$ cat src/rtl/core/xcr_pkg.sv
// Shared types and constants of the XMODEM-CRC receiver.
`timescale 1ns / 1ps

package xcr_pkg;

    localparam int DATA_BYTES_DEF = 128;

    // request codes
    localparam logic [1:0] REQ_START = 2'd0;
    localparam logic [1:0] REQ_BYTE  = 2'd1;
    localparam logic [1:0] REQ_TICK  = 2'd2;

    // line characters
    localparam logic [7:0] CH_SOH = 8'h01;
    localparam logic [7:0] CH_EOT = 8'h04;
    localparam logic [7:0] CH_ACK = 8'h06;
    localparam logic [7:0] CH_NAK = 8'h15;
    localparam logic [7:0] CH_C   = 8'h43;

    localparam logic [15:0] CRC_POLY   = 16'h1021;
    localparam logic [15:0] CRC_INIT   = 16'h0000;
    localparam logic [8:0]  NUM_SUM_OK = 9'd255;

    // verdict codes
    localparam logic [1:0] VERDICT_NONE   = 2'd0;
    localparam logic [1:0] VERDICT_COMMIT = 2'd1;
    localparam logic [1:0] VERDICT_DROP   = 2'd2;

    // status codes
    localparam logic [1:0] STATUS_RUN     = 2'd0;
    localparam logic [1:0] STATUS_EOT_OK  = 2'd1;
    localparam logic [1:0] STATUS_FAILED  = 2'd2;
    localparam logic [1:0] STATUS_DRAINED = 2'd3;

    // phase codes
    localparam logic [1:0] PH_IDLE  = 2'd0;
    localparam logic [1:0] PH_RECV  = 2'd1;
    localparam logic [1:0] PH_DRAIN = 2'd2;

    // configuration register indexes
    localparam int CFG_IDX_W = 2;
    localparam logic [CFG_IDX_W-1:0] CFG_TIMEOUT     = 2'd0;
    localparam logic [CFG_IDX_W-1:0] CFG_START_RETRY = 2'd1;
    localparam logic [CFG_IDX_W-1:0] CFG_PKT_RETRY   = 2'd2;

    localparam logic [15:0] TIMEOUT_RST     = 16'd1000;
    localparam logic [7:0]  START_RETRY_RST = 8'd10;
    localparam logic [7:0]  PKT_RETRY_RST   = 8'd10;

    typedef struct packed {
        logic [15:0] timeout_ticks;
        logic [7:0]  start_retries;
        logic [7:0]  packet_retries;
    } cfg_t;

    typedef struct packed {
        logic       tx_valid;
        logic [7:0] tx_byte;
        logic       payload_valid;
        logic [7:0] payload_byte;
        logic [6:0] payload_index;
        logic [1:0] verdict;
        logic [1:0] status;
    } result_t;

endpackage

$ cat src/rtl/core/xcr_crc.sv
// CRC-16-CCITT byte update, MSB first.
`timescale 1ns / 1ps

module xcr_crc
    import xcr_pkg::*;
(
    input  logic [15:0] crc_in,
    input  logic [7:0]  data_in,
    output logic [15:0] crc_out
);

    always_comb begin
        crc_out = crc_in ^ {data_in, 8'h00};
        for (int k = 0; k < 8; k++) begin
            if (crc_out[15]) begin
                crc_out = {crc_out[14:0], 1'b0} ^ CRC_POLY;
            end else begin
                crc_out = {crc_out[14:0], 1'b0};
            end
        end
    end

endmodule

$ cat src/rtl/core/xcr_cfg.sv
// Configuration registers of the receiver.
`timescale 1ns / 1ps

module xcr_cfg
    import xcr_pkg::*;
(
    input  logic                 aclk,
    input  logic                 aresetn,
    input  logic                 cfg_valid,
    output logic                 cfg_ready,
    input  logic [CFG_IDX_W-1:0] cfg_index,
    input  logic [15:0]          cfg_data,
    output cfg_t                 cfg
);

    cfg_t cfg_reg;
    cfg_t cfg_next;

    assign cfg_ready = 1'b1;
    assign cfg       = cfg_reg;

    always_comb begin
        cfg_next = cfg_reg;
        if (cfg_valid) begin
            case (cfg_index)
                CFG_TIMEOUT:     cfg_next.timeout_ticks  = cfg_data;
                CFG_START_RETRY: cfg_next.start_retries  = cfg_data[7:0];
                CFG_PKT_RETRY:   cfg_next.packet_retries = cfg_data[7:0];
                default: ;
            endcase
        end
    end

    always_ff @(posedge aclk) begin
        if (!aresetn) begin
            cfg_reg.timeout_ticks  <= TIMEOUT_RST;
            cfg_reg.start_retries  <= START_RETRY_RST;
            cfg_reg.packet_retries <= PKT_RETRY_RST;
        end else begin
            cfg_reg <= cfg_next;
        end
    end

endmodule

$ cat src/rtl/core/xcr_ctrl.sv
// Protocol state and per-request result logic.
`timescale 1ns / 1ps

module xcr_ctrl
    import xcr_pkg::*;
#(
    parameter int DATA_BYTES = DATA_BYTES_DEF
) (
    input  logic       aclk,
    input  logic       aresetn,
    input  logic       step,
    input  logic [1:0] req_type,
    input  logic [7:0] rx_byte,
    input  cfg_t       cfg,
    output result_t    res
);

    // wide enough for the last position and for a 7-bit payload index
    localparam int POS_W = ($clog2(DATA_BYTES + 5) > 7) ? $clog2(DATA_BYTES + 5) : 7;
    localparam logic [POS_W-1:0] POS_NUM   = POS_W'(1);
    localparam logic [POS_W-1:0] POS_CMPL  = POS_W'(2);
    localparam logic [POS_W-1:0] POS_DATA  = POS_W'(3);
    localparam logic [POS_W-1:0] POS_CRC_H = POS_W'(3 + DATA_BYTES);

    localparam logic [1:0] KIND_NONE = 2'd0;
    localparam logic [1:0] KIND_FAIL = 2'd1;
    localparam logic [1:0] KIND_EOT  = 2'd2;
    localparam logic [1:0] KIND_GOOD = 2'd3;

    logic [1:0]       phase_reg, phase_next;
    logic [POS_W-1:0] pos_reg, pos_next;
    logic             soh_reg, soh_next;
    logic [7:0]       num_reg, num_next;
    logic [8:0]       sum_reg, sum_next;
    logic [15:0]      crc_reg, crc_next;
    logic [7:0]       crc_high_reg, crc_high_next;
    logic [7:0]       exp_reg, exp_next;
    logic [7:0]       retries_reg, retries_next;
    logic             fad_reg, fad_next;
    logic [15:0]      idle_reg, idle_next;

    logic [15:0]      crc_upd;
    logic [POS_W-1:0] data_off;
    logic [1:0]       kind;
    logic             had_payload;
    logic             crc_ok;
    logic             do_next;
    logic             do_begin;

    xcr_crc u_crc (
        .crc_in  (crc_reg),
        .data_in (rx_byte),
        .crc_out (crc_upd)
    );

    assign data_off = pos_reg - POS_DATA;

    always_comb begin
        phase_next    = phase_reg;
        pos_next      = pos_reg;
        soh_next      = soh_reg;
        num_next      = num_reg;
        sum_next      = sum_reg;
        crc_next      = crc_reg;
        crc_high_next = crc_high_reg;
        exp_next      = exp_reg;
        retries_next  = retries_reg;
        fad_next      = fad_reg;
        idle_next     = idle_reg;
        res           = '0;
        kind          = KIND_NONE;
        do_next       = 1'b0;
        do_begin      = 1'b0;
        had_payload   = pos_reg > POS_DATA;
        crc_ok        = soh_reg && (sum_reg == NUM_SUM_OK) && (crc_reg == {crc_high_reg, rx_byte});

        case (req_type)
            REQ_START: begin
                if (phase_reg == PH_RECV && had_payload) begin
                    res.verdict = VERDICT_DROP;
                end
                exp_next     = 8'd1;
                fad_next     = 1'b0;
                retries_next = cfg.start_retries;
                phase_next   = PH_RECV;
                do_next      = 1'b1;
            end
            REQ_BYTE: begin
                if (phase_reg != PH_IDLE) begin
                    idle_next = '0;
                    if (pos_reg == '0) begin
                        if (rx_byte == CH_EOT) begin
                            kind = KIND_EOT;
                        end else begin
                            soh_next = (rx_byte == CH_SOH);
                            pos_next = pos_reg + POS_NUM;
                        end
                    end else if (pos_reg == POS_NUM) begin
                        num_next = rx_byte;
                        sum_next = {1'b0, rx_byte};
                        pos_next = pos_reg + POS_NUM;
                    end else if (pos_reg == POS_CMPL) begin
                        sum_next = sum_reg + {1'b0, rx_byte};
                        pos_next = pos_reg + POS_NUM;
                    end else if (pos_reg < POS_CRC_H) begin
                        crc_next = crc_upd;
                        if (phase_reg == PH_RECV) begin
                            res.payload_valid = 1'b1;
                            res.payload_byte  = rx_byte;
                            res.payload_index = data_off[6:0];
                        end
                        pos_next = pos_reg + POS_NUM;
                    end else if (pos_reg == POS_CRC_H) begin
                        crc_high_next = rx_byte;
                        pos_next      = pos_reg + POS_NUM;
                    end else begin
                        kind = crc_ok ? KIND_GOOD : KIND_FAIL;
                    end
                end
            end
            REQ_TICK: begin
                if (phase_reg != PH_IDLE) begin
                    if (idle_reg != 16'hFFFF) begin
                        idle_next = idle_reg + 16'd1;
                    end
                    if (idle_next >= cfg.timeout_ticks) begin
                        kind = KIND_FAIL;
                    end
                end
            end
            default: ;
        endcase

        if (kind != KIND_NONE) begin
            if (phase_reg == PH_RECV) begin
                case (kind)
                    KIND_EOT: begin
                        res.tx_valid = 1'b1;
                        res.tx_byte  = CH_ACK;
                        res.status   = STATUS_EOT_OK;
                        if (retries_next == '0) begin
                            phase_next = PH_IDLE;
                        end else begin
                            retries_next = retries_next - 8'd1;
                            phase_next   = PH_DRAIN;
                            do_begin     = 1'b1;
                        end
                    end
                    KIND_FAIL: begin
                        if (fad_reg) begin
                            res.tx_valid = 1'b1;
                            res.tx_byte  = CH_NAK;
                        end
                        if (had_payload) begin
                            res.verdict = VERDICT_DROP;
                        end
                        do_next = 1'b1;
                    end
                    default: begin
                        // complete packet with good framing and CRC
                        res.tx_valid = 1'b1;
                        if (num_reg == exp_reg - 8'd1) begin
                            res.tx_byte = CH_ACK;
                            res.verdict = VERDICT_DROP;
                        end else if (num_reg != exp_reg) begin
                            res.tx_byte = CH_NAK;
                            res.verdict = VERDICT_DROP;
                        end else begin
                            res.tx_byte  = CH_ACK;
                            res.verdict  = VERDICT_COMMIT;
                            exp_next     = exp_reg + 8'd1;
                            retries_next = cfg.packet_retries;
                            fad_next     = 1'b1;
                        end
                        do_next = 1'b1;
                    end
                endcase
            end else begin
                if (kind == KIND_FAIL) begin
                    phase_next = PH_IDLE;
                    res.status = STATUS_DRAINED;
                end else begin
                    if (kind == KIND_EOT) begin
                        res.tx_valid = 1'b1;
                        res.tx_byte  = CH_ACK;
                    end
                    if (retries_next == '0) begin
                        phase_next = PH_IDLE;
                        res.status = STATUS_DRAINED;
                    end else begin
                        retries_next = retries_next - 8'd1;
                        do_begin     = 1'b1;
                    end
                end
            end
        end

        // next receive attempt; 'C' only before the first committed packet and when nothing else is being sent
        if (do_next) begin
            if (retries_next == '0) begin
                phase_next = PH_IDLE;
                res.status = STATUS_FAILED;
            end else begin
                retries_next = retries_next - 8'd1;
                if (!fad_next && !res.tx_valid) begin
                    res.tx_valid = 1'b1;
                    res.tx_byte  = CH_C;
                end
                do_begin = 1'b1;
            end
        end

        if (do_begin) begin
            pos_next      = '0;
            idle_next     = '0;
            crc_next      = CRC_INIT;
            soh_next      = 1'b0;
            num_next      = '0;
            sum_next      = '0;
            crc_high_next = '0;
        end
    end

    always_ff @(posedge aclk) begin
        if (!aresetn) begin
            phase_reg    <= PH_IDLE;
            pos_reg      <= '0;
            soh_reg      <= 1'b0;
            num_reg      <= '0;
            sum_reg      <= '0;
            crc_reg      <= CRC_INIT;
            crc_high_reg <= '0;
            exp_reg      <= 8'd1;
            retries_reg  <= '0;
            fad_reg      <= 1'b0;
            idle_reg     <= '0;
        end else if (step) begin
            phase_reg    <= phase_next;
            pos_reg      <= pos_next;
            soh_reg      <= soh_next;
            num_reg      <= num_next;
            sum_reg      <= sum_next;
            crc_reg      <= crc_next;
            crc_high_reg <= crc_high_next;
            exp_reg      <= exp_next;
            retries_reg  <= retries_next;
            fad_reg      <= fad_next;
            idle_reg     <= idle_next;
        end
    end

endmodule

$ cat src/rtl/core/xmodem_crc_receiver_unit.sv
// XMODEM-CRC receiver: top level with input and result registers.
//
// Receive side of an XMODEM-CRC transfer. Each input transfer is one request:
// start (tuser 0), a byte from the line (tuser 1, byte in tdata) or a timer
// tick (tuser 2). Every request yields exactly one result transfer holding the
// control byte to send ('C', ACK or NAK), the payload byte as it arrives with
// its index (tentative), a commit/drop verdict at each packet end and a
// transfer status. Requests are taken one per clock unless m_tready stalls the
// result register: the request register feeds one pass of control logic
// (framing checks, byte-wide CRC-16 update, retry and phase handling) that
// writes the result register. The only stall source is m_tready.
// Configuration writes are meant for idle periods; no buffer of packet data
// is kept.
`timescale 1ns / 1ps

module xmodem_crc_receiver_unit
    import xcr_pkg::*;
#(
    parameter int DATA_BYTES = DATA_BYTES_DEF
) (
    input  logic                 aclk,
    input  logic                 aresetn,
    // request channel
    input  logic                 s_tvalid,
    output logic                 s_tready,
    input  logic [7:0]           s_tdata,   // [7:0] rx_byte
    input  logic [1:0]           s_tuser,   // [1:0] req_type
    // result channel
    output logic                 m_tvalid,
    input  logic                 m_tready,
    // [0] tx_valid, [8:1] tx_byte, [9] payload_valid, [17:10] payload_byte,
    // [24:18] payload_index, [26:25] verdict, [28:27] status, [31:29] zero
    output logic [31:0]          m_tdata,
    // configuration write channel
    input  logic                 cfg_valid,
    output logic                 cfg_ready,
    input  logic [CFG_IDX_W-1:0] cfg_index,
    input  logic [15:0]          cfg_data
);

    cfg_t    cfg;
    result_t res;

    // request register
    logic       in_valid_reg, in_valid_next;
    logic [1:0] in_req_reg;
    logic [7:0] in_byte_reg;

    // result register
    logic        out_valid_reg, out_valid_next;
    logic [31:0] out_data_reg;

    logic advance;
    logic s_xfer;

    // a request is processed when the result register is free or draining
    assign advance  = in_valid_reg && (!out_valid_reg || m_tready);
    assign s_tready = !in_valid_reg || advance;
    assign s_xfer   = s_tvalid && s_tready;

    assign m_tvalid = out_valid_reg;
    assign m_tdata  = out_data_reg;

    xcr_cfg u_cfg (
        .aclk      (aclk),
        .aresetn   (aresetn),
        .cfg_valid (cfg_valid),
        .cfg_ready (cfg_ready),
        .cfg_index (cfg_index),
        .cfg_data  (cfg_data),
        .cfg       (cfg)
    );

    xcr_ctrl #(
        .DATA_BYTES (DATA_BYTES)
    ) u_ctrl (
        .aclk     (aclk),
        .aresetn  (aresetn),
        .step     (advance),
        .req_type (in_req_reg),
        .rx_byte  (in_byte_reg),
        .cfg      (cfg),
        .res      (res)
    );

    always_comb begin
        in_valid_next = in_valid_reg;
        if (s_xfer) begin
            in_valid_next = 1'b1;
        end else if (advance) begin
            in_valid_next = 1'b0;
        end

        out_valid_next = out_valid_reg;
        if (advance) begin
            out_valid_next = 1'b1;
        end else if (m_tready) begin
            out_valid_next = 1'b0;
        end
    end

    always_ff @(posedge aclk) begin
        if (!aresetn) begin
            in_valid_reg  <= 1'b0;
            out_valid_reg <= 1'b0;
        end else begin
            in_valid_reg  <= in_valid_next;
            out_valid_reg <= out_valid_next;
        end
    end

    // payload registers, no reset
    always_ff @(posedge aclk) begin
        if (s_xfer) begin
            in_req_reg  <= s_tuser;
            in_byte_reg <= s_tdata;
        end
        if (advance) begin
            out_data_reg <= {3'b000, res.status, res.verdict, res.payload_index,
                             res.payload_byte, res.payload_valid, res.tx_byte,
                             res.tx_valid};
        end
    end

endmodule

$ cat config.mk
export PLATFORM = sky130hd
export DESIGN_NAME = xmodem_crc_receiver_unit
export DESIGN_NICKNAME = d
export VERILOG_FILES = /design/src/rtl/core/xcr_pkg.sv /design/src/rtl/core/xcr_crc.sv /design/src/rtl/core/xcr_cfg.sv /design/src/rtl/core/xcr_ctrl.sv /design/src/rtl/core/xmodem_crc_receiver_unit.sv
export SDC_FILE = /design/constraint.sdc
export NUM_CORES = 1
export LEC_CHECK = 0
export BUFFER_PORTS_ARGS = -buffer_cell sky130_fd_sc_hd__clkbuf_2
export CAP_MARGIN = 20
export CORE_ASPECT_RATIO = 2
export CORE_MARGIN = 5
export CORE_UTILIZATION = 49
export CTS_CLUSTER_SIZE = 8
export DETAILED_ROUTE_END_ITERATION = 10
export PLACE_DENSITY = 0.67
export SYNTH_ARGS = -nofsm -noshare
export SYNTH_HDL_FRONTEND = slang
export SYNTH_HIERARCHICAL = 1
export SYNTH_SLANG_ARGS = --single-unit
$ cat constraint.sdc
create_clock -name aclk -period 7.75 [get_ports aclk]
set_input_delay 1.55 -clock aclk [delete_from_list [all_inputs] [get_ports aclk]]
set_output_delay 1.55 -clock aclk [all_outputs]
set_load 0.1 [all_outputs]
# Word-level counts from Yosys, hierarchy flattened

Index checks and enable logic that the tools add are counted.

$add $sub $neg: 8
$lt $le $gt $ge: 3
Equal/unequal tests: 25
Muxes and demuxes: 138
Bitwise gates (word level): 13
Reduce and logical (&&, ||, !) cells: 43

Operators by type and width:

| cell                    | number |
|---|---|
| $mux W8                 | 38 |
| $mux W16                | 14 |
| $mux W9                 | 14 |
| $mux W13                | 8 |
| $mux W2                 | 29 |
| $pmux W16 S2            | 1 |
| $mux W1                 | 28 |
| $logic_not A8 Y1        | 3 |
| $not A3 Y3              | 8 |
| $sub A8 B1 Y8 const B   | 3 |
| $reduce_and A5 Y1       | 4 |
| $reduce_bool A2 Y1      | 10 |
| $pmux W9 S2             | 1 |
| $add A16 B1 Y16 const B | 1 |
| $add A8 B1 Y8 const B   | 2 |
| $eq A16 B16 Y1          | 1 |
| $eq A8 B1 Y1 const B    | 2 |
| $ge A16 B16 Y1          | 1 |
| $ne A16 B16 Y1 const B  | 1 |
| $pmux W8 S2             | 1 |
| $xor A16 B16 Y16        | 1 |
| $ne A2 B1 Y1 const B    | 5 |
| $add A9 B8 Y9           | 1 |
| $eq A9 B8 Y1 const B    | 1 |
| other kinds (29)        | 52 |

Flip-flop bits (word level): 158
Bits of input ports: 33
Output and inout bits: 35
Word-level logic and storage cells: 251

# Depth between registers and ports, before layout

Gate-level depths: netlist (run 1).

Depth in word-level cells: 24
Depth in mapped cells: 35
Depth with buffers taken out: 29

# Hierarchy

The synthesis (run 1) kept the hierarchy.

Modules (own cells, without submodules):

| module                   | times used | cells an instance | area each (um^2) |
|---|---|---|---|
| xcr_ctrl                 | 1          | 875               | 6832.8 |
| xcr_cfg                  | 1          | 132               | 1308.8 |
| xmodem_crc_receiver_unit | 1          | 52                | 1301.2 |
| xcr_crc                  | 1          | 25                | 395.4 |

# Least setup slack after synthesis (run 1)

OpenSTA, ideal clock, no wires.

Path type: register to register
Start: register u_ctrl.idle_reg[3]
End: register u_ctrl.crc_reg[15]
Arrival: 6461 ps
Required time: 7633 ps
Setup slack: 1173 ps
Cell stages (with the launch flop): 35
Path buffers: 6
Cells stage by stage: dfxtp_1 -> clkbuf_1 -> and4_1 -> nand3_1 -> nor2_1 -> nand3_1 -> or2_2 -> clkbuf_1 -> mux2_2 -> ha_1 -> a21o_1 -> a21o_1 -> a21o_1 -> a21o_1 -> a21o_1 -> a21o_1 -> a21o_1 -> a21oi_1 -> ha_1 -> clkbuf_1 -> inv_1 -> nand2_1 -> clkbuf_1 -> a211oi_1 -> a21boi_0 -> or3_1 -> ha_1 -> inv_1 -> a31oi_1 -> and3_1 -> a211o_1 -> and3_1 -> buf_6 -> buf_6 -> a22o_1

Cells in the longest elaborated chain, start to end: 17
Elaborated cells between the ends (all ways): 34
Those cells by class: add/sub (1); order compare (1); eq/ne (6); mux (20); reduce/logical (6)

RTL lines:

| element                                                      | RTL line                         | source |
|---|---|---|
| start: declaration                                           | xcr_ctrl.sv:40                   | `logic [15:0] idle_reg, idle_next;` |
| start signal: assignment                                     | xcr_ctrl.sv:248                  | `idle_reg <= idle_next;` |
| $add A16 B1 Y16 or $ne A16 B16 Y1 (tied branches)            | xcr_ctrl.sv:124, xcr_ctrl.sv:123 |  |
| $mux W16 *                                                   | xcr_ctrl.sv:123                  | `if (idle_reg != 16'hFFFF) begin` |
| $mux W16 *                                                   | xcr_ctrl.sv:122                  | `if (phase_reg != PH_IDLE) begin` |
| $mux W16 *                                                   | xcr_ctrl.sv:77                   | `case (req_type)` |
| $ge A16 B16 Y1 *                                             | xcr_ctrl.sv:126                  | `if (idle_next >= cfg.timeout_ticks) begin` |
| $mux W1 *                                                    | xcr_ctrl.sv:126                  |  |
| $mux W2 *                                                    | xcr_ctrl.sv:122                  |  |
| $pmux W2 S2 *                                                | xcr_ctrl.sv:77                   |  |
| $eq A2 B1 Y1 or $eq A2 B2 Y1 (tied branches)                 | xcr_ctrl.sv:136, xcr_ctrl.sv:179 |  |
| $pmux W8 S2 or $mux W8 (tied branches)                       | xcr_ctrl.sv:136, xcr_ctrl.sv:179 |  |
| $mux W8                                                      | xcr_ctrl.sv:135                  | `if (phase_reg == PH_RECV) begin` |
| $mux W8                                                      | xcr_ctrl.sv:134                  | `if (kind != KIND_NONE) begin` |
| $logic_not A8 Y1                                             | xcr_ctrl.sv:200                  | `if (retries_next == '0) begin` |
| $mux W1                                                      | xcr_ctrl.sv:200                  |  |
| $mux W1 *                                                    | xcr_ctrl.sv:199                  | `if (do_next) begin` |
| $ne A2 B1 Y1 (no line) or $reduce_bool A2 Y1 (tied branches) | --                               |  |
| $reduce_and A7 Y1 (no line)                                  | --                               |  |
| end signal: assignment                                       | xcr_ctrl.sv:243                  | `crc_reg <= crc_next;` |
| end: declaration                                             | xcr_ctrl.sv:35                   | `logic [15:0] crc_reg, crc_next;` |

Mark *: on every way between the ends. The rest lies on a longest branch, timed or not. The select of a mux whose other input is x is not followed.
A chain may end at the register's enable or synchronous reset.

# Worst setup path after layout (run 1)

Start: register u_ctrl.idle_reg[3]
End: register u_ctrl.crc_reg[8]

Same word-level chain as after synthesis.

==> run summary, run 1 <==
### Logic synthesis
• **number of synthesized register bits** 158
• **Yosys top cell by area** sky130_fd_sc_hd__dfxtp_1
• **Yosys Warn Count** 6
• **largest cells by area after synthesis** sky130_fd_sc_hd__dfxtp_1 24%, sky130_fd_sc_hd__edfxtp_1 12%, sky130_fd_sc_hd__ha_1 5.2%, sky130_fd_sc_hd__mux2i_1 4.5%, sky130_fd_sc_hd__nand2_1 4.2%
• **number of standard cells after synthesis** 1084
• **total standard cell area after synthesis** 9840 um^2
• **average size of a mapped cell** 9.08 um^2
• **Async S/R FF share, synth** 0%
• **fraction of the yosys area taken by sequential cells** 36.1%
• **number of different library cells in the post-synthesis netlist** 92
• **share of the synthesized area in the top cell type** 24.2%
• **number of enable-type register cells in the synthesized netlist** 39
• **ys flop type** sky130_fd_sc_hd__dfxtp_1

### Worst setup path
• **Crit Path Class** flip-flop to flip-flop
• **Max stage delay on crit path** 520 ps
• **r2r setup slk** 620 ps
• **required time at the endpoint of the critical path** 8080 ps
• **crit path max-delay cell type** sky130_fd_sc_hd__ha_1
• **kind of start point of the critical path** flip-flop
• **most used cell along the critical path** sky130_fd_sc_hd__a21o_1
• **FF-to-FF End** u_ctrl/crc_reg[8]
• **kind of end point of the critical path** flip-flop
• **Worst Reg-to-Reg Cells** 29
• **Worst Path Arrival** 7470 ps
• **largest driver fanout on the critical path** 16
• **source of the worst register-to-register timing path** u_ctrl/idle_reg[3]

### Finish
• **non-filler instance count after layout** 1391
• **Final Net Count** 1191
• **total inserted antenna cells** 0
• **core occupancy in the finished layout** 54.7%
• **proportion of layout cells with a drive suffix above 1** 13.5%
• **Area growth, synth to finish** 10.3%
• **number of flip-flops in the largest register** 32

### Global routing
• **antenna violations before repair** 0
• **overflow left after global routing** 0
• **maximum number of pins on one net before global-route repair** 52
• **most used routing layer** met2
• **global-route met2 utilization** 44.6%
• **number of global-route vias before repair** 8309
• **first-pass GRT wire length** 42300 um
• **Total GRT Usage** 23.6%
• **met3 global-route usage** 3.52%
• **fraction of met1 tracks used by global routing** 23.0%

### Status
• **run status** finished clean

### Power
• **part of the total power dissipated in combinational logic** 13.2%
• **Peak supply drop** 0.132 mV
• **switching share of power** 27.5%
• **Power Density** 184 nW/um^2
• **relative contribution of the clock network to total power** 42.7%
• **net switching power figure** 0.549 mW
• **total power draw** 2.00 mW
• **sequential cell fraction of total power** 44.1%
• **Pint** 1.45 mW
• **Lkg Pwr** 4.52 nW

### Die
• **overall die area** 23200 um^2
• **Vert. Die Dim** 210 um
• **width of the die** 110 um
• **Cell Rows** 73
• **initial cell density of the core** 49.6%
• **placeable core region** 19800 um^2
• **Ports** 68

### Drt
• **routed vias/inst** 5.91
• **post-DR wirelength/cell** 19.1 um
• **Pre-antenna DRT Iters** 5
• **detailed-route wire length** 26500 um
• **remaining antenna violation count** 0
• **initial DRC count** 504
• **vias** 8221
• **Post-route DRC** 0

### CTS
• **CTS max path bufs** 2
• **CTS sink cnt** 158
• **Clk Latency, worst-skew pair** 440 ps
• **TritonCTS Buffers** 17
• **post-CTS setup buffer count** 0
• **deepest level of the CTS H-tree** 4
• **Hold Buf Count CTS** 0
• **CTS tree** yes
• **clock-pin slew on the worst setup and hold paths** 60 ps
• **clock root buffer** sky130_fd_sc_hd__clkbuf_16
• **post-cts sizing count** 0

### Placement
• **number of placed cells counting well taps** 1358
• **post-DP HPWL** 20100 um
• **port buffer count** 63
• **post-place setup slack** 418 ps
• **Final GP Congestion** 0.979

### STA
• **final cycle utilization of the critical path** 92.1%
• **transition time at the pin with the least slew margin** 1080 ps
• **Post-Route Setup TNS** 0 ps
• **final hold violations** 0
• **highest achievable clock rate** 140 MHz
• **RSZ-0062 raised after global routing** no
• **setup violators final** 0
• **worst slew margin relative to its limit** 27.7%
• **time the final worst path needs with I/O delays and setup** 7130 ps
• **worst setup margin** 616 ps
• **maximum clock skew at final layout** 9.41 ps
• **number of max-slew violations in the final report** 0

### Job
• **max_cap viols** 0

### Min path
• **worst hold path type** flip-flop to flip-flop
• **hold wc startpoint** u_cfg/cfg[28]
• **Hold Path Cell Cnt** 2
• **capture endpoint of the worst hold path** u_cfg/cfg[28]

## cells by family (layout without fill, tap and decap cells)
logic type / Yosys count / in the layout / synth area share [%]
and+or+nand+nor: 383 / 383 / 20.9
AOI/OAI and AO/OA: 247 / 247 / 17.3
DFF: 158 / 158 / 36.1
buffers and inverters: 116 / 157 / 5.44
xor gates and xnor gates: 81 / 81 / 9.13
muxes: 54 / 54 / 5.62
adders and majority gates: 42 / 42 / 5.42
other: 3 / 7 / 0.114
## worst max-delay path by stage
stage                            start            endpoint  slack, ps  cells past startpoint
detailed placement  u_ctrl/idle_reg[3]   u_ctrl/crc_reg[8]        420                     27
finish              u_ctrl/idle_reg[3]   u_ctrl/crc_reg[8]        620                     29
floorplan           u_ctrl/idle_reg[3]  u_ctrl/crc_reg[15]       1170                     34
global placement    u_ctrl/idle_reg[3]  u_ctrl/crc_reg[15]        680                     26
CTS                 u_ctrl/idle_reg[3]   u_ctrl/crc_reg[8]        380                     27
global route        u_ctrl/idle_reg[3]   u_ctrl/pos_reg[0]         30                     29
## power by group through the flow
stage	clock, mW	sequential [mW]	combinational [mW]
3_5_place_dp	0	0.899	0.261
6_report	0.854	0.881	0.264
5_1_grt	0.897	0.883	0.282
4_1_cts	0.868	0.882	0.263
2_1_floorplan	0	0.939	0.161
3_3_place_gp	0	0.899	0.261
## cell usage after synthesis (37+ instances only)
library cell / instances
sky130_fd_sc_hd__dfxtp_1: 119
sky130_fd_sc_hd__nand3_1: 41
sky130_fd_sc_hd__ha_1: 41
sky130_fd_sc_hd__clkbuf_1: 37
sky130_fd_sc_hd__edfxtp_1: 39
sky130_fd_sc_hd__nor2_1: 58
sky130_fd_sc_hd__a21oi_1: 40
sky130_fd_sc_hd__xnor2_1: 43
sky130_fd_sc_hd__o21ai_0: 57
sky130_fd_sc_hd__nand2_1: 110
sky130_fd_sc_hd__inv_1: 50
sky130_fd_sc_hd__mux2i_1: 44
## stage by stage
| stage | area (um^2) | hold WS [ps] |
|---|---|---|
| 6_report | 10800 | 461 |
| 5_1_grt | 10800 | 477 |
| 4_1_cts | 10800 | 462 |
| 3_5_place_dp | 10200 | 449 |
| 3_3_place_gp | 10200 | 445 |
| 2_1_floorplan | 9850 | 435 |
## per-layer routing
layer  share of wire (%)  vias up
met3                 3.3       86
met4                 6.1        0
met5                   0        -
met2                  55      217
li1                    -     3977
met1                  35     3941
## cell type report
| class | instances | area [um^2] |
|---|---|---|
| Fill cell | 1839 | 8970 |
| Multi-Input combinational cell | 814 | 5770 |
| Sequential cell | 158 | 3550 |
| Clock buffer | 18 | 429 |
| Timing Repair Buffer | 75 | 409 |
| Tap cell | 262 | 328 |
| Inverter | 50 | 188 |
| Clock inverter | 14 | 166 |
## worst max-delay path, delay by kind of cell (launching register included)
kind / cells / cell delay, ps
AO/OA/AOI/OAI: 14 / 2690
XOR/XNOR: 1 / 150
adder cells (fa/ha/maj): 3 / 1040
buffers and inverters: 1 / 60
flip-flops: 1 / 460
AND/OR/NAND/NOR: 10 / 2610
## cells in the final DEF (no fill, tap or decap), drive strengths merged, types with 14 or more instances in the layout
master    n
edfxtp   39
and2     20
nor2     58
o211ai   14
nor3     26
xnor2    48
a21o     15
a31oi    14
inv      52
clkbuf   81
a22o     32
nand3    41
o21ai    58
dfxtp   119
mux2i    44
nor2b    21
xor2     24
and3     14
nand4    20
nand2   110
a21oi    42
ha       41
Note: power is estimated with default switching activity, not from simulation.
==> inputs of run 2 (changes only) <==
clock period = 6.7 ns   (was 7.75 ns; I/O delays follow)
==> run 2 against run 1 <==
  * Global-route usage is 0.33 points higher
  * Fmax is 14% higher
  * Final area is 1.7% higher
  * Via count is 0.55% higher
  * Sequential cell count stayed put
  * Utilization is 0.95 points higher
  * Register-to-register slack worse by 190 ps
  * Count of clock-buffer cells in the layout is 1 higher
  * Highest routed layer unchanged
  * Non-clock buffer count is 20 higher
  * Critical path type unchanged
  * Sequential share of layout area is 0.56 points lower
  * Die area stayed put
  * Wire length is 0.51% higher
==> run summary, run 2 (synthesized netlist as in run 1, its figures left out) <==
### Min path
• **Hold Path Cell Cnt** 2
• **worst hold path type** flip-flop to flip-flop

### STA
• **final cycle utilization of the critical path** 93.6%
• **maximum clock skew at final layout** 10.0 ps
• **setup violators final** 0
• **final hold violations** 0
• **Post-Route Setup TNS** 0 ps
• **number of max-slew violations in the final report** 0
• **highest achievable clock rate** 159 MHz
• **worst slew margin relative to its limit** 32.6%
• **transition time at the pin with the least slew margin** 1010 ps
• **RSZ-0062 raised after global routing** no
• **time the final worst path needs with I/O delays and setup** 6270 ps

### Worst setup path
• **largest driver fanout on the critical path** 12
• **kind of end point of the critical path** flip-flop
• **Worst Path Arrival** 6460 ps
• **kind of start point of the critical path** flip-flop
• **Crit Path Class** flip-flop to flip-flop
• **Worst Reg-to-Reg Cells** 25
• **required time at the endpoint of the critical path** 6880 ps

### Finish
• **total inserted antenna cells** 0
• **Filler cells** 1865
• **post-route design area** 11000 um^2
• **number of flip-flops in the largest register** 32
• **Final Net Count** 1211
• **most common cell after layout, fill and taps aside** sky130_fd_sc_hd__dfxtp_1
• **proportion of layout cells with a drive suffix above 1** 15.1%
• **non-filler instance count after layout** 1411
• **leading cell types in the layout, fill and taps excluded** 119 x sky130_fd_sc_hd__dfxtp_1, 110 x sky130_fd_sc_hd__nand2_1, 63 x sky130_fd_sc_hd__clkbuf_2, 58 x sky130_fd_sc_hd__nor2_1, 57 x sky130_fd_sc_hd__o21ai_0
• **Area growth, synth to finish** 12.2%

### Power
• **Peak supply drop** 0.147 mV
• **total power draw** 2.37 mW
• **Lkg Pwr** 4.64 nW
• **Power Density** 215 nW/um^2

### CTS
• **clock-pin slew on the worst setup and hold paths** 70 ps
• **CTS max path bufs** 2
• **clock root buffer** sky130_fd_sc_hd__clkbuf_16
• **CTS tree** yes
• **TritonCTS Buffers** 17
• **CTS sink cnt** 158
• **deepest level of the CTS H-tree** 4
• **Hold Buf Count CTS** 0
• **Clk Latency, worst-skew pair** 440 ps

### Placement
• **number of placed cells counting well taps** 1379
• **post-DP HPWL** 20500 um
• **Final GP Congestion** 1.00
• **port buffer count** 63
• **placed cell area** 10400 um^2

### Drt
• **post-DR wirelength/cell** 18.9 um
• **remaining antenna violation count** 0
• **Post-route DRC** 0
• **vias** 8266
• **routed vias/inst** 5.86
• **initial DRC count** 444
• **detailed-route wire length** 26600 um
• **Pre-antenna DRT Iters** 5

### Status
• **run status** finished clean

### Global routing
• **antenna violations before repair** 0
• **Total GRT Usage** 23.9%
• **number of global-route vias before repair** 8285
• **first-pass GRT wire length** 42600 um
• **maximum number of pins on one net before global-route repair** 52
• **overflow left after global routing** 0

### Job
• **max_cap viols** 0

### Die
• **placeable core region** 19800 um^2
• **initial cell density of the core** 49.6%
• **Cell Rows** 73
• **Ports** 68
• **width of the die** 110 um
• **overall die area** 23200 um^2
• **Vert. Die Dim** 210 um

[run 2: changes by cell type in the layout (fill, tap and decap cells not counted), sizes merged]
cell      before  now
bufinv         3    4
clkinvlp       3    1
clkbuf        81   82
clkinv         6    4
buf           12   32
inv           52   54
[run 2: metrics by stage]
stage | hold WS [ps] | worst slack [ps] | util [%]
2_1_floorplan | 435 | 123 | -
3_3_place_gp | 444 | 427 | 52.5
3_5_place_dp | 447 | 337 | 52.5
4_1_cts | 462 | 320 | 55.6
5_1_grt | 480 | 14.8 | 55.7
6_report | 460 | 428 | 55.7
[run 2: worst paths after layout]
path | startpoint | endpoint | slack (ps)
max reg2reg | u_ctrl/idle_reg[4] | m_tdata[1] | 430
min | u_cfg/cfg[28] | u_cfg/cfg[28] | 460
max | u_ctrl/idle_reg[4] | m_tdata[1] | 430
min reg2reg | u_cfg/cfg[28] | u_cfg/cfg[28] | 460
[run 2: routing by layer]
layer  global-route usage, %  part of all wire [%]
met1                    23.2                    34
met2                    44.6                    55
met3                    4.11                   3.9
met4                    15.3                   6.5
met5                       0                     0
[run 2: report_power, final]
part	internal, mW	switching, mW
sequential	0.998	0.0209
combinational	0.0987	0.214
clock	0.635	0.406
[run 2: worst max-delay path, cell delays in order (launching register included)]
cell and delay, ps:
sky130_fd_sc_hd__dfxtp_1 410, sky130_fd_sc_hd__and4_1 240, sky130_fd_sc_hd__nand3_1 100, sky130_fd_sc_hd__nor2_1 160, sky130_fd_sc_hd__nand3_1 110, sky130_fd_sc_hd__or2_2 400
sky130_fd_sc_hd__mux2_2 310, sky130_fd_sc_hd__ha_1 270, sky130_fd_sc_hd__a21o_1 150, sky130_fd_sc_hd__a21o_1 170, sky130_fd_sc_hd__a21o_1 170, sky130_fd_sc_hd__a21o_1 170
sky130_fd_sc_hd__a21o_1 170, sky130_fd_sc_hd__a21o_1 160, sky130_fd_sc_hd__a21o_1 190, sky130_fd_sc_hd__a21o_1 160, sky130_fd_sc_hd__ha_1 290, sky130_fd_sc_hd__buf_4 220
sky130_fd_sc_hd__nor2_1 300, sky130_fd_sc_hd__a21oi_1 130, sky130_fd_sc_hd__a311oi_1 380, sky130_fd_sc_hd__a221o_1 220, sky130_fd_sc_hd__and4_4 290, sky130_fd_sc_hd__a31oi_1 240
sky130_fd_sc_hd__and4bb_2 330, sky130_fd_sc_hd__or2_2 290
[run 2: repair_timing]
item	CTS	global route
resized for setup	0	4
setup buffers	0	0
endpoints found under the setup margin	0	41
[run 2: cell type report]
| type | instances | area (um^2) | area share (%) |
|---|---|---|---|
| clock buffer | 19 | 443 | 4.01 |
| clock inverter | 13 | 184 | 1.67 |
| inverter | 50 | 188 | 1.70 |
| multi-input combinational | 814 | 5780 | 52.4 |
| sequential | 158 | 3550 | 32.2 |
| tap | 262 | 328 | 2.97 |
| timing repair buffer | 95 | 556 | 5.03 |
==> inputs of run 3 (changes only) <==
CORE_UTILIZATION = 39   (was 49)
PLACE_DENSITY = not set   (was 0.67)
==> run 3 against run 2 <==
  * Clock power is 5% lower
  * Final area grew 1.1%
  * Die area grew 24%
  * Worst setup slack worse by 30 ps
  * Sequential share of layout area shrank 0.33 points
  * Critical endpoint is now u_ctrl/crc_high_reg[4]
  * Highest routed layer unchanged
==> run summary, run 3 (synthesized netlist as in run 1, its figures left out) <==
### Worst setup path
• **required time at the endpoint of the critical path** 7040 ps
• **largest driver fanout on the critical path** 8
• **Crit Path Class** flip-flop to flip-flop
• **kind of start point of the critical path** flip-flop
• **Worst Path Arrival** 6650 ps
• **source of the worst register-to-register timing path** u_ctrl/idle_reg[6]
• **most used cell along the critical path** sky130_fd_sc_hd__a21o_1
• **crit path max-delay cell type** sky130_fd_sc_hd__or3_1
• **number of buffer and inverter stages on the critical path** 1
• **CP startpoint** u_ctrl/idle_reg[6]
• **Max stage delay on crit path** 420 ps
• **kind of end point of the critical path** flip-flop
• **kind of cell adding the most delay to the critical path** compound AO/OA/AOI/OAI gates

### Job
• **max_cap viols** 0

### Drt
• **post-DR wirelength/cell** 18.6 um
• **vias** 8237
• **initial DRC count** 422
• **Post-route DRC** 0
• **detailed-route wire length** 27700 um
• **Pre-antenna DRT Iters** 8
• **remaining antenna violation count** 0
• **routed vias/inst** 5.54

### Finish
• **non-filler instance count after layout** 1487
• **leading cell types in the layout, fill and taps excluded** 118 x sky130_fd_sc_hd__dfxtp_1, 110 x sky130_fd_sc_hd__nand2_1, 63 x sky130_fd_sc_hd__clkbuf_2, 57 x sky130_fd_sc_hd__nor2_1, 57 x sky130_fd_sc_hd__o21ai_0
• **proportion of layout cells with a drive suffix above 1** 15.8%
• **most common cell after layout, fill and taps aside** sky130_fd_sc_hd__dfxtp_1
• **total inserted antenna cells** 0
• **Area growth, synth to finish** 13.4%
• **Final Net Count** 1213
• **number of flip-flops in the largest register** 32

### STA
• **highest achievable clock rate** 159 MHz
• **time the final worst path needs with I/O delays and setup** 6300 ps
• **final cycle utilization of the critical path** 94.1%
• **RSZ-0062 raised after global routing** no
• **worst slew margin relative to its limit** 26.5%
• **setup violators final** 0
• **final hold violations** 0
• **maximum clock skew at final layout** 10.5 ps
• **number of max-slew violations in the final report** 0
• **Post-Route Setup TNS** 0 ps
• **transition time at the pin with the least slew margin** 1100 ps

### Min path
• **worst hold path type** flip-flop to flip-flop
• **hold wc startpoint** u_cfg/cfg[26]

### Die
• **placeable core region** 25000 um^2
• **overall die area** 28700 um^2
• **Ports** 68
• **Vert. Die Dim** 235 um
• **initial cell density of the core** 39.3%
• **Cell Rows** 82
• **width of the die** 122 um

### Placement
• **port buffer count** 63
• **post-DP HPWL** 21400 um
• **Final GP Congestion** 1.01
• **number of placed cells counting well taps** 1454

### Global routing
• **number of global-route vias before repair** 8335
• **antenna violations before repair** 0
• **overflow left after global routing** 0
• **Total GRT Usage** 19.4%
• **maximum number of pins on one net before global-route repair** 72
• **first-pass GRT wire length** 43300 um

### CTS
• **Hold Buf Count CTS** 0
• **TritonCTS Buffers** 17
• **Clk Latency, worst-skew pair** 450 ps
• **deepest level of the CTS H-tree** 4
• **CTS sink cnt** 158
• **clock root buffer** sky130_fd_sc_hd__clkbuf_16
• **CTS max path bufs** 2
• **clock-pin slew on the worst setup and hold paths** 70 ps
• **CTS tree** yes

### Power
• **Peak supply drop** 0.191 mV
• **Lkg Pwr** 4.65 nW
• **Power Density** 209 nW/um^2

### Status
• **run status** finished clean

==> run 3: changes by cell type in the layout (fill, tap and decap cells not counted), moves of 2 or more <==
cell,delta
sky130_fd_sc_hd__nor3b_2,-3
sky130_fd_sc_hd__clkinv_8,+2
sky130_fd_sc_hd__bufinv_16,-3
sky130_fd_sc_hd__clkinv_1,-2
sky130_fd_sc_hd__nor3b_4,+3
sky130_fd_sc_hd__inv_8,+4
sky130_fd_sc_hd__and3_1,-2
sky130_fd_sc_hd__inv_6,+2
==> run 3: power by group <==
| group | total, mW | internal [mW] | switching [mW] |
|---|---|---|---|
| Sequential | 1.02 | 0.998 | 0.0187 |
| Clock | 0.987 | 0.533 | 0.455 |
| Combinational | 0.322 | 0.100 | 0.222 |
==> run 3: cell type report <==
| type | instances | area, um^2 |
|---|---|---|
| clock buffers | 17 | 425 |
| clock inverters | 15 | 173 |
| fillers | 2528 | 13900 |
| inverters | 50 | 188 |
| multi-input cells | 814 | 5810 |
| flip-flops and latches | 158 | 3550 |
| well taps | 336 | 420 |
| repair buffers | 97 | 583 |
==> run 3: timing repair <==
item	CTS	global route
resized for setup	1	12
setup endpoints to repair	16	63
buffers inserted	0	1
pin swaps	0	2
==> run 3: final timing paths <==
path | end | slack (ps) | cells past startpoint
hold reg to reg | u_cfg/cfg[26] | 460 | 2
hold / removal | u_cfg/cfg[26] | 460 | 2
setup reg to reg | u_ctrl/crc_high_reg[4] | 400 | 27
setup / recovery | u_ctrl/crc_high_reg[4] | 400 | 27
==> run 3: per-stage QoR <==
stage | setup WS, ps | power, mW | hold slack [ps] | instance area [um^2] | utilization (%)
floorplan | 123 | 1.27 | 435 | 9850 | -
global placement | 97.7 | 1.36 | 447 | 10500 | 41.9
detailed placement | -2.57 | 1.36 | 452 | 10500 | 41.9
CTS | 56.3 | 2.35 | 466 | 11100 | 44.3
global route | 3.47 | 2.41 | 475 | 11200 | 44.6
finish | 398 | 2.33 | 460 | 11200 | 44.6
==> run 3: worst reg2reg max path, cell delays in order (launching register included) <==
cell and delay (ps):
sky130_fd_sc_hd__dfxtp_1 370, sky130_fd_sc_hd__and4_1 220, sky130_fd_sc_hd__nand3_1 110, sky130_fd_sc_hd__nor2_2 180, sky130_fd_sc_hd__nand3_1 110, sky130_fd_sc_hd__or2_2 390
sky130_fd_sc_hd__mux2_2 310, sky130_fd_sc_hd__ha_1 270, sky130_fd_sc_hd__a21o_1 150, sky130_fd_sc_hd__a21o_1 160, sky130_fd_sc_hd__a21o_1 170, sky130_fd_sc_hd__a21o_1 170
sky130_fd_sc_hd__a21o_1 160, sky130_fd_sc_hd__a21o_1 170, sky130_fd_sc_hd__a21o_1 180, sky130_fd_sc_hd__a21oi_1 220, sky130_fd_sc_hd__ha_2 370, sky130_fd_sc_hd__nor3_4 250
sky130_fd_sc_hd__a211oi_1 100, sky130_fd_sc_hd__a21boi_1 140, sky130_fd_sc_hd__or3_1 420, sky130_fd_sc_hd__ha_1 220, sky130_fd_sc_hd__inv_1 60, sky130_fd_sc_hd__a31oi_1 60
sky130_fd_sc_hd__and3_1 270, sky130_fd_sc_hd__a211o_1 390, sky130_fd_sc_hd__and3_2 300, sky130_fd_sc_hd__a22o_1 250
==> run 3: per-layer routing <==
layer / part of all wire (%) / global-route usage, % / vias up
li1: - / - / 4020
met1: 34 / 17.6 / 3918
met2: 56 / 37.5 / 214
met3: 3.1 / 3.20 / 85
met4: 6.6 / 13.2 / 0
met5: 0 / 0 / -
